[src/bept_pkg.sv]
`timescale 1ns / 1ps
`default_nettype none
// ----------------------------------------------------------------------------
// bept_pkg: shared types and constants of the block execution profile tally
// Command codes, counter indexes, micro-op class decode and the control and
// status bundles between controller and datapath.
// ----------------------------------------------------------------------------
package bept_pkg;

    localparam int BLOCKS_DEF = 256;
    localparam int SLOTS_DEF  = 32;

    localparam int NCNT   = 10;
    localparam int CNT_W  = 32;
    localparam int TOT_W  = 64;
    localparam int CIDX_W = 4;
    localparam int BINS   = 256;

    localparam logic [CIDX_W-1:0] C_UOPS   = 4'd0;
    localparam logic [CIDX_W-1:0] C_INS    = 4'd1;
    localparam logic [CIDX_W-1:0] C_ALU    = 4'd2;
    localparam logic [CIDX_W-1:0] C_LOAD   = 4'd3;
    localparam logic [CIDX_W-1:0] C_STORE  = 4'd4;
    localparam logic [CIDX_W-1:0] C_BRANCH = 4'd5;
    localparam logic [CIDX_W-1:0] C_FPU    = 4'd6;
    localparam logic [CIDX_W-1:0] C_SHIFT  = 4'd7;
    localparam logic [CIDX_W-1:0] C_MMX    = 4'd8;
    localparam logic [CIDX_W-1:0] C_MISC   = 4'd9;

    localparam logic [CNT_W-1:0] CNT_MAX = 32'hffff_ffff;

    typedef enum logic [2:0] {
        CMD_CLEAR_ALL    = 3'd0,
        CMD_BLOCK_START  = 3'd1,
        CMD_OPCODE_SEEN  = 3'd2,
        CMD_CENSUS_BEGIN = 3'd3,
        CMD_CENSUS_UOP   = 3'd4,
        CMD_EXECUTED     = 3'd5,
        CMD_READ_TOTAL   = 3'd6,
        CMD_READ_BIN     = 3'd7
    } cmd_t;

    typedef struct packed {
        logic latch;
        logic dispatch;
        logic clr_step;
        logic rec_wr;
        logic srch_step;
        logic tot_add;
        logic hist_step;
        logic out_fire;
    } ctl_cmd_t;

    typedef struct packed {
        cmd_t cmd;
        logic ok;
        logic en;
        logic clr_last;
        logic srch_done;
        logic hist_done;
    } dp_stat_t;

    function automatic logic [CIDX_W-1:0] uop_class(input logic [7:0] b);
        logic [CIDX_W-1:0] c;
        c = C_MISC;
        if ((b >= 8'h28 && b <= 8'h2a) || b == 8'h40 || b == 8'h41 || b == 8'h47
            || b == 8'h49)
            c = C_LOAD;
        else if ((b >= 8'h42 && b <= 8'h46) || b == 8'h4a || b == 8'h4b)
            c = C_STORE;
        else if (b == 8'h15 || b == 8'h17 || b == 8'h48 || b == 8'h4c || b == 8'h4d
                 || (b >= 8'h60 && b <= 8'h71))
            c = C_BRANCH;
        else if ((b >= 8'h25 && b <= 8'h27) || (b >= 8'h80 && b <= 8'h8a))
            c = C_FPU;
        else if (b >= 8'h90 && b <= 8'hce)
            c = C_MMX;
        else if (b >= 8'h50 && b <= 8'h59)
            c = C_SHIFT;
        else if ((b >= 8'h20 && b <= 8'h24) || (b >= 8'h30 && b <= 8'h3b))
            c = C_ALU;
        return c;
    endfunction

endpackage
`default_nettype wire

[src/bept_ctrl.sv]
`timescale 1ns / 1ps
`default_nettype none
// ----------------------------------------------------------------------------
// bept_ctrl: command sequencer
// One-hot state machine that steps the datapath through each command.
// ----------------------------------------------------------------------------
module bept_ctrl (
    input  wire logic              clk,
    input  wire logic              rst_n,
    input  wire logic              start,
    output logic                   busy,
    input  bept_pkg::dp_stat_t     stat,
    output bept_pkg::ctl_cmd_t     ctl
);
    import bept_pkg::*;

    typedef enum logic [7:0] {
        ST_IDLE     = 8'b0000_0001,
        ST_DISPATCH = 8'b0000_0010,
        ST_CLEAR    = 8'b0000_0100,
        ST_REC_WR   = 8'b0000_1000,
        ST_SRCH     = 8'b0001_0000,
        ST_TOTAL    = 8'b0010_0000,
        ST_HIST     = 8'b0100_0000,
        ST_READ_OUT = 8'b1000_0000
    } state_t;

    state_t state_reg, state_next;

    always_comb
    begin
        state_next = state_reg;
        ctl        = '0;
        unique case (state_reg)
            ST_IDLE:
            begin
                if (start)
                begin
                    ctl.latch  = 1'b1;
                    state_next = ST_DISPATCH;
                end
            end
            ST_DISPATCH:
            begin
                ctl.dispatch = 1'b1;
                unique case (stat.cmd)
                    CMD_CLEAR_ALL:
                        state_next = ST_CLEAR;
                    CMD_BLOCK_START, CMD_CENSUS_BEGIN, CMD_CENSUS_UOP:
                        state_next = stat.ok ? ST_REC_WR : ST_IDLE;
                    CMD_OPCODE_SEEN:
                        state_next = (stat.ok && stat.en) ? ST_SRCH : ST_IDLE;
                    CMD_EXECUTED:
                        state_next = (stat.ok && stat.en) ? ST_TOTAL : ST_IDLE;
                    CMD_READ_TOTAL, CMD_READ_BIN:
                        state_next = ST_READ_OUT;
                    default:
                        state_next = ST_IDLE;
                endcase
            end
            ST_CLEAR:
            begin
                ctl.clr_step = 1'b1;
                if (stat.clr_last)
                    state_next = ST_IDLE;
            end
            ST_REC_WR:
            begin
                ctl.rec_wr = 1'b1;
                state_next = ST_IDLE;
            end
            ST_SRCH:
            begin
                ctl.srch_step = 1'b1;
                if (stat.srch_done)
                    state_next = ST_IDLE;
            end
            ST_TOTAL:
            begin
                ctl.tot_add = 1'b1;
                state_next  = ST_HIST;
            end
            ST_HIST:
            begin
                if (stat.hist_done)
                    state_next = ST_IDLE;
                else
                    ctl.hist_step = 1'b1;
            end
            ST_READ_OUT:
            begin
                ctl.out_fire = 1'b1;
                state_next   = ST_IDLE;
            end
            default:
                state_next = ST_IDLE;
        endcase
    end

    // reset runs the clearing pass
    always_ff @(posedge clk or negedge rst_n)
    begin
        if (!rst_n)
            state_reg <= ST_CLEAR;
        else
            state_reg <= state_next;
    end

    assign busy = (state_reg != ST_IDLE);

    a_latch_idle: assert property (@(posedge clk) disable iff (!rst_n)
        ctl.latch |=> (state_reg == ST_DISPATCH))
        else $error("latch did not lead to dispatch");
    a_tot_then_hist: assert property (@(posedge clk) disable iff (!rst_n)
        ctl.tot_add |=> (state_reg == ST_HIST))
        else $error("totals not followed by histogram pass");
    a_fire_one: assert property (@(posedge clk) disable iff (!rst_n)
        ctl.out_fire |=> !ctl.out_fire)
        else $error("result fired twice");

endmodule
`default_nettype wire

[config.mk]
export PLATFORM = sky130hd
export DESIGN_NAME = bept_ctrl
export DESIGN_NICKNAME = d
export VERILOG_FILES = /design/src/bept_pkg.sv /design/src/bept_ctrl.sv
export SDC_FILE = /design/constraint.sdc
export NUM_CORES = 1
export LEC_CHECK = 0
export ABC_CLOCK_PERIOD_IN_PS = 3400
export BUFFER_PORTS_ARGS = -buffer_cell sky130_fd_sc_hd__buf_2
export CAP_MARGIN = 30
export CORE_AREA = 3 3 50 56
export CTS_CLUSTER_SIZE = 24
export DETAILED_ROUTE_END_ITERATION = 12
export DIE_AREA = 0 0 53 59
export PLACE_DENSITY_LB_ADDON = 0.3
export SLEW_MARGIN = 25
export SYNTH_ARGS = -nofsm -noshare
export SYNTH_HDL_FRONTEND = slang
export SYNTH_SLANG_ARGS = --single-unit
[constraint.sdc]
create_clock -name clk -period 3.4 [get_ports clk]
set_input_delay 0.51 -clock clk [delete_from_list [all_inputs] [get_ports clk]]
set_output_delay 0.51 -clock clk [all_outputs]
set_load 0.01 [all_outputs]
# == Word level (Yosys, flattened, before mapping) ==
# Index checks and enable logic that the tools add are counted.
# W data, S select, Z words.
# classes
reduce_logical,5
div,0
shift,0
mul,0
addsub,0
n_mux,19
magnitude_cmp,0
n_eq_ne,20
bitwise,0
# op_table
op,n
$pmux W8 S6,1
$pmux W8 S5,1
$mux W8,4
$eq A3 B3 Y1 const B,4
$mux W1,10
$eq A8 B1 Y1 const B,1
$eq A8 B2 Y1 const B,1
$eq A8 B3 Y1 const B,1
$eq A8 B4 Y1 const B,1
$eq A8 B5 Y1 const B,1
$eq A8 B6 Y1 const B,1
$eq A8 B7 Y1 const B,1
$eq A8 B8 Y1 const B,1
$ne A2 B2 Y1 const B,4
$ne A8 B1 Y1 const B,1
$eq A3 B2 Y1 const B,2
$mux W6,1
$mux W5,1
$mux W4,1
$reduce_and A4 Y1,1
$eq A3 B1 Y1 const B,1
$logic_not A3 Y1,1
$reduce_or A3 Y1,1
$reduce_or A2 Y1,1
$logic_and A1 B1 Y1,1
# totals
romBits,0
output_inout_bits,9
mem_bits_rw,0
word_cells,45
memories,0
regBits,8
latch_bits,0

# == Longest topological paths before layout ==
# depth
word_depth,4
depth_mapped,6

# == Least setup slack after synthesis ==
# No wires, ideal clock.
# synth_path
kind,register to output
start,register state_reg[7]
end,output ctl[3] (netlist name)
path_slack_ns,1.616
path_buffers,0
path_stages_with_launch,4
arrival_time_ns,1.274
cell_sequence,dfrtp_1 > nor4_4 > nand2_1 > nor3b_1
# synth_lines
item,line_no,rtl
"start, declared",bept_ctrl.sv:28,"state_t state_reg, state_next;"
"start signal, assigned",bept_ctrl.sv:106,state_reg <= state_next;
"end, declared",bept_ctrl.sv:13,output bept_pkg::ctl_cmd_t ctl

==> results.yml <==
critical_path:
  crit_fanout: 9
  required_ns: 2.89
  r2r_cells: 4
  cp-end-kind: "output port"
  r2r_slack_ns: 1.92
  slowest_delay_ns: 0.49
  r2r-start: "state_reg[7]$_DFFE_PN0P_"
  cp_data_arrival_time_ns: 1.68
  reg2reg_to: "state_reg[4]$_DFFE_PN0P_"
  criticalPathCategory: "reg2out"
  slowest_stage: "dfrtp_1"
  startpoint_type: "register"
  path_cells: "nor4_4 -> nand2_2 -> nor4b_4 -> buf_2"
timing:
  finalSetupViolations: 0
  skew_ns: 0.00253
  layout_min_cycle_time_ns: 2.19
  hold_violations: 0
  fin_crit_sh: 0.644
  maxSlewViolCount: 0
  worst_pin_slew_ns: 0.331
  tns_ns: 0
  fmax_ghz: 0.456
  rsz0062_at_grt: "no"
  max-slew-margin-rel: 0.779
synthesis:
  synth_top_family_by_area: "simple AND/OR/NAND/NOR gates"
  synthesis.nets: 68
  ys_ff_latch: 8
  synth-xor-area-share: 0
  ys_types: 29
  ys_warn_count: 0
  synthSimpleGateAreaFrac: 0.523
  synth_fa_ha_area_frac: 0
  synth_cells: 57
  yosysSeqAreaShare: 0.355
  avgSynthCellArea_um2: 9.94
  synthMuxAreaShare: 0
  synth_compound_area_frac: 0.0817
  syn-cell-area_um2: 567
clock_network:
  clockRootBuffer: "clkbuf_4"
  clk_latency_ns: 0.25
  cts_num_sinks: 8
  h-tree-depth: 1
  ctsHoldBuffers: 0
  cts.repair.resized: 0
  post_cts_buffers: 0
  clkSlewWorstSetupHoldPaths_ns: 0.05
  cts_made_buffers: 3
  clockBufferDepth: 2
  cts_tree: "yes"
cells_and_area:
  mostFrequentLayoutCell: "buf_2"
  fin_util: 0.316
  largest_register_ffs: 8
  final_cell_mix: "19 x buf_2, 9 x nor2_1, 7 x dfrtp_1"
  drive_gt1_frac: 0.418
  diodes: 0
  syn_to_final_growth_pct: 26.7
  layout.cells.non_filler: 109
  nNetsFinal: 91
placed_design:
  gp_congestion: 0.744
  dp_hpwl_um: 1000
  place_inst: 105
  numPortBuffers: 19
detailed_routing:
  firstDrtPassIters: 4
  vias_per_cell: 4.61
  wl_per_cell_um: 11.3
  vias: 503
  drt_iter0_drc: 10
  wl_um: 1230
  ant_nets: 0
  drc_errors: 0
power_and_ir_drop:
  irDropWorstVdd_mv: 0.114
  p_int_uw: 186
  clkPwrFrac: 0.267
  swShare: 0.347
  cellPowerDensity_nw_per_um2: 396
  p_sw_uw: 98.7
  p_leak_uw: 0.000324
  share_comb_of_total_power: 0.313
  p_seq_frac: 0.419
grt:
  antenna_found_initial: 0
  grt_usage: 0.0970
  grt_start_max_net_pins: 10
  grt_pass1_wl_um: 2210
  grt_pass1_vias: 508
  gr-total-overflow: 0
floorplan:
  num_rows: 18
  dieArea_um2: 3130
  coreArea_um2: 2270
  dieHeight_um: 59
  fp.dieW_um: 53
  initial_utilization: 0.249
  num_io_pins: 20
run_status:
  status: "finished clean"
run:
  drv_cap: 0
min_path:
  worstHoldPathType: "in2async"
## cell type report
type / instances / area [µm²]
Clock buffer: 4 / 26.3
Fill cell: 240 / 1560
Inverter: 4 / 15.0
Multi-Input combinational cell: 44 / 343
Sequential cell: 8 / 201
Tap cell: 30 / 37.5
Timing Repair Buffer: 19 / 95.1
## stage by stage
stage | total power, µW | instance area (µm²) | setup slack (ns) | hold WS [ns]
after global routing | 311 | 718 | 1.06 | 0.0724
after global placement | 209 | 692 | 1.47 | 0.356
after floorplan | 179 | 567 | 1.62 | 0.214
after detailed placement | 211 | 692 | 1.47 | 0.358
after CTS | 289 | 718 | 1.18 | 0.0819
final | 285 | 718 | 1.21 | 0.0870
## worst max-delay path by stage
stage                     slack [ns]                     start     end
after floorplan                 1.62  state_reg[7]$_DFFE_PN0P_  ctl[3]
after global placement          1.47  state_reg[0]$_DFFE_PN0P_  ctl[1]
after detailed placement        1.47  state_reg[0]$_DFFE_PN0P_  ctl[1]
after CTS                       1.18  state_reg[5]$_DFFE_PN0P_  ctl[1]
after global routing            1.06  state_reg[5]$_DFFE_PN0P_  ctl[1]
final                           1.21  state_reg[5]$_DFFE_PN0P_  ctl[1]
## kinds of logic (layout without fill, tap and decap cells)
kind of cell / after synthesis / count (layout)
AOI/OAI and AO/OA: 7 / 7
buffers and inverters: 5 / 27
DFF: 8 / 8
and+or+nand+nor: 37 / 37
## metal layers
layer	vias to the layer above	share of wire	track usage
li1	253	-	-
met1	233	0.46	0.130
met2	17	0.46	0.135
met3	0	0.074	0.0176
met4	0	0	0.0766
met5	-	0	0
## synth_stat cells
cell type,instances,share of area
o21ai_0,2,0.018
nor4b_1,1,0.015
inv_1,3,0.020
dfrtp_1,7,0.31
nand4_1,1,0.011
nand3_2,1,0.018
and3_1,1,0.011
nor4b_4,1,0.042
nand4b_1,2,0.031
nor4b_2,1,0.026
nor3b_2,1,0.022
inv_2,1,0.0066
o41ai_1,1,0.015
nand2_1,4,0.026
nor2_1,9,0.060
a21oi_1,1,0.0088
a31oi_1,1,0.011
o21bai_1,1,0.013
nor3_1,2,0.018
and4b_1,1,0.018
or2_1,1,0.011
nand2_2,2,0.022
nor2b_1,2,0.022
o311ai_1,1,0.015
nor3b_1,3,0.040
buf_4,1,0.013
dfstp_2,1,0.046
nor4bb_1,1,0.018
nor4_4,3,0.11
## power by group through the flow
stage | sequential (µW) | clock, µW | combinational [µW]
final | 119 | 76.0 | 89.2
after global routing | 121 | 89.0 | 101
after CTS | 119 | 79.6 | 90.5
after detailed placement | 121 | 0 | 90.1
after global placement | 121 | 0 | 88.1
after floorplan | 118 | 0 | 60.8
## worst max-delay path: cells and delay by family, from the launching register on
kind	cells	cell delay, ns
AND/OR/NAND/NOR	3	0.74
flip-flops	1	0.49
buffers and inverters	1	0.19
Power figures use the tool's default switching activity.
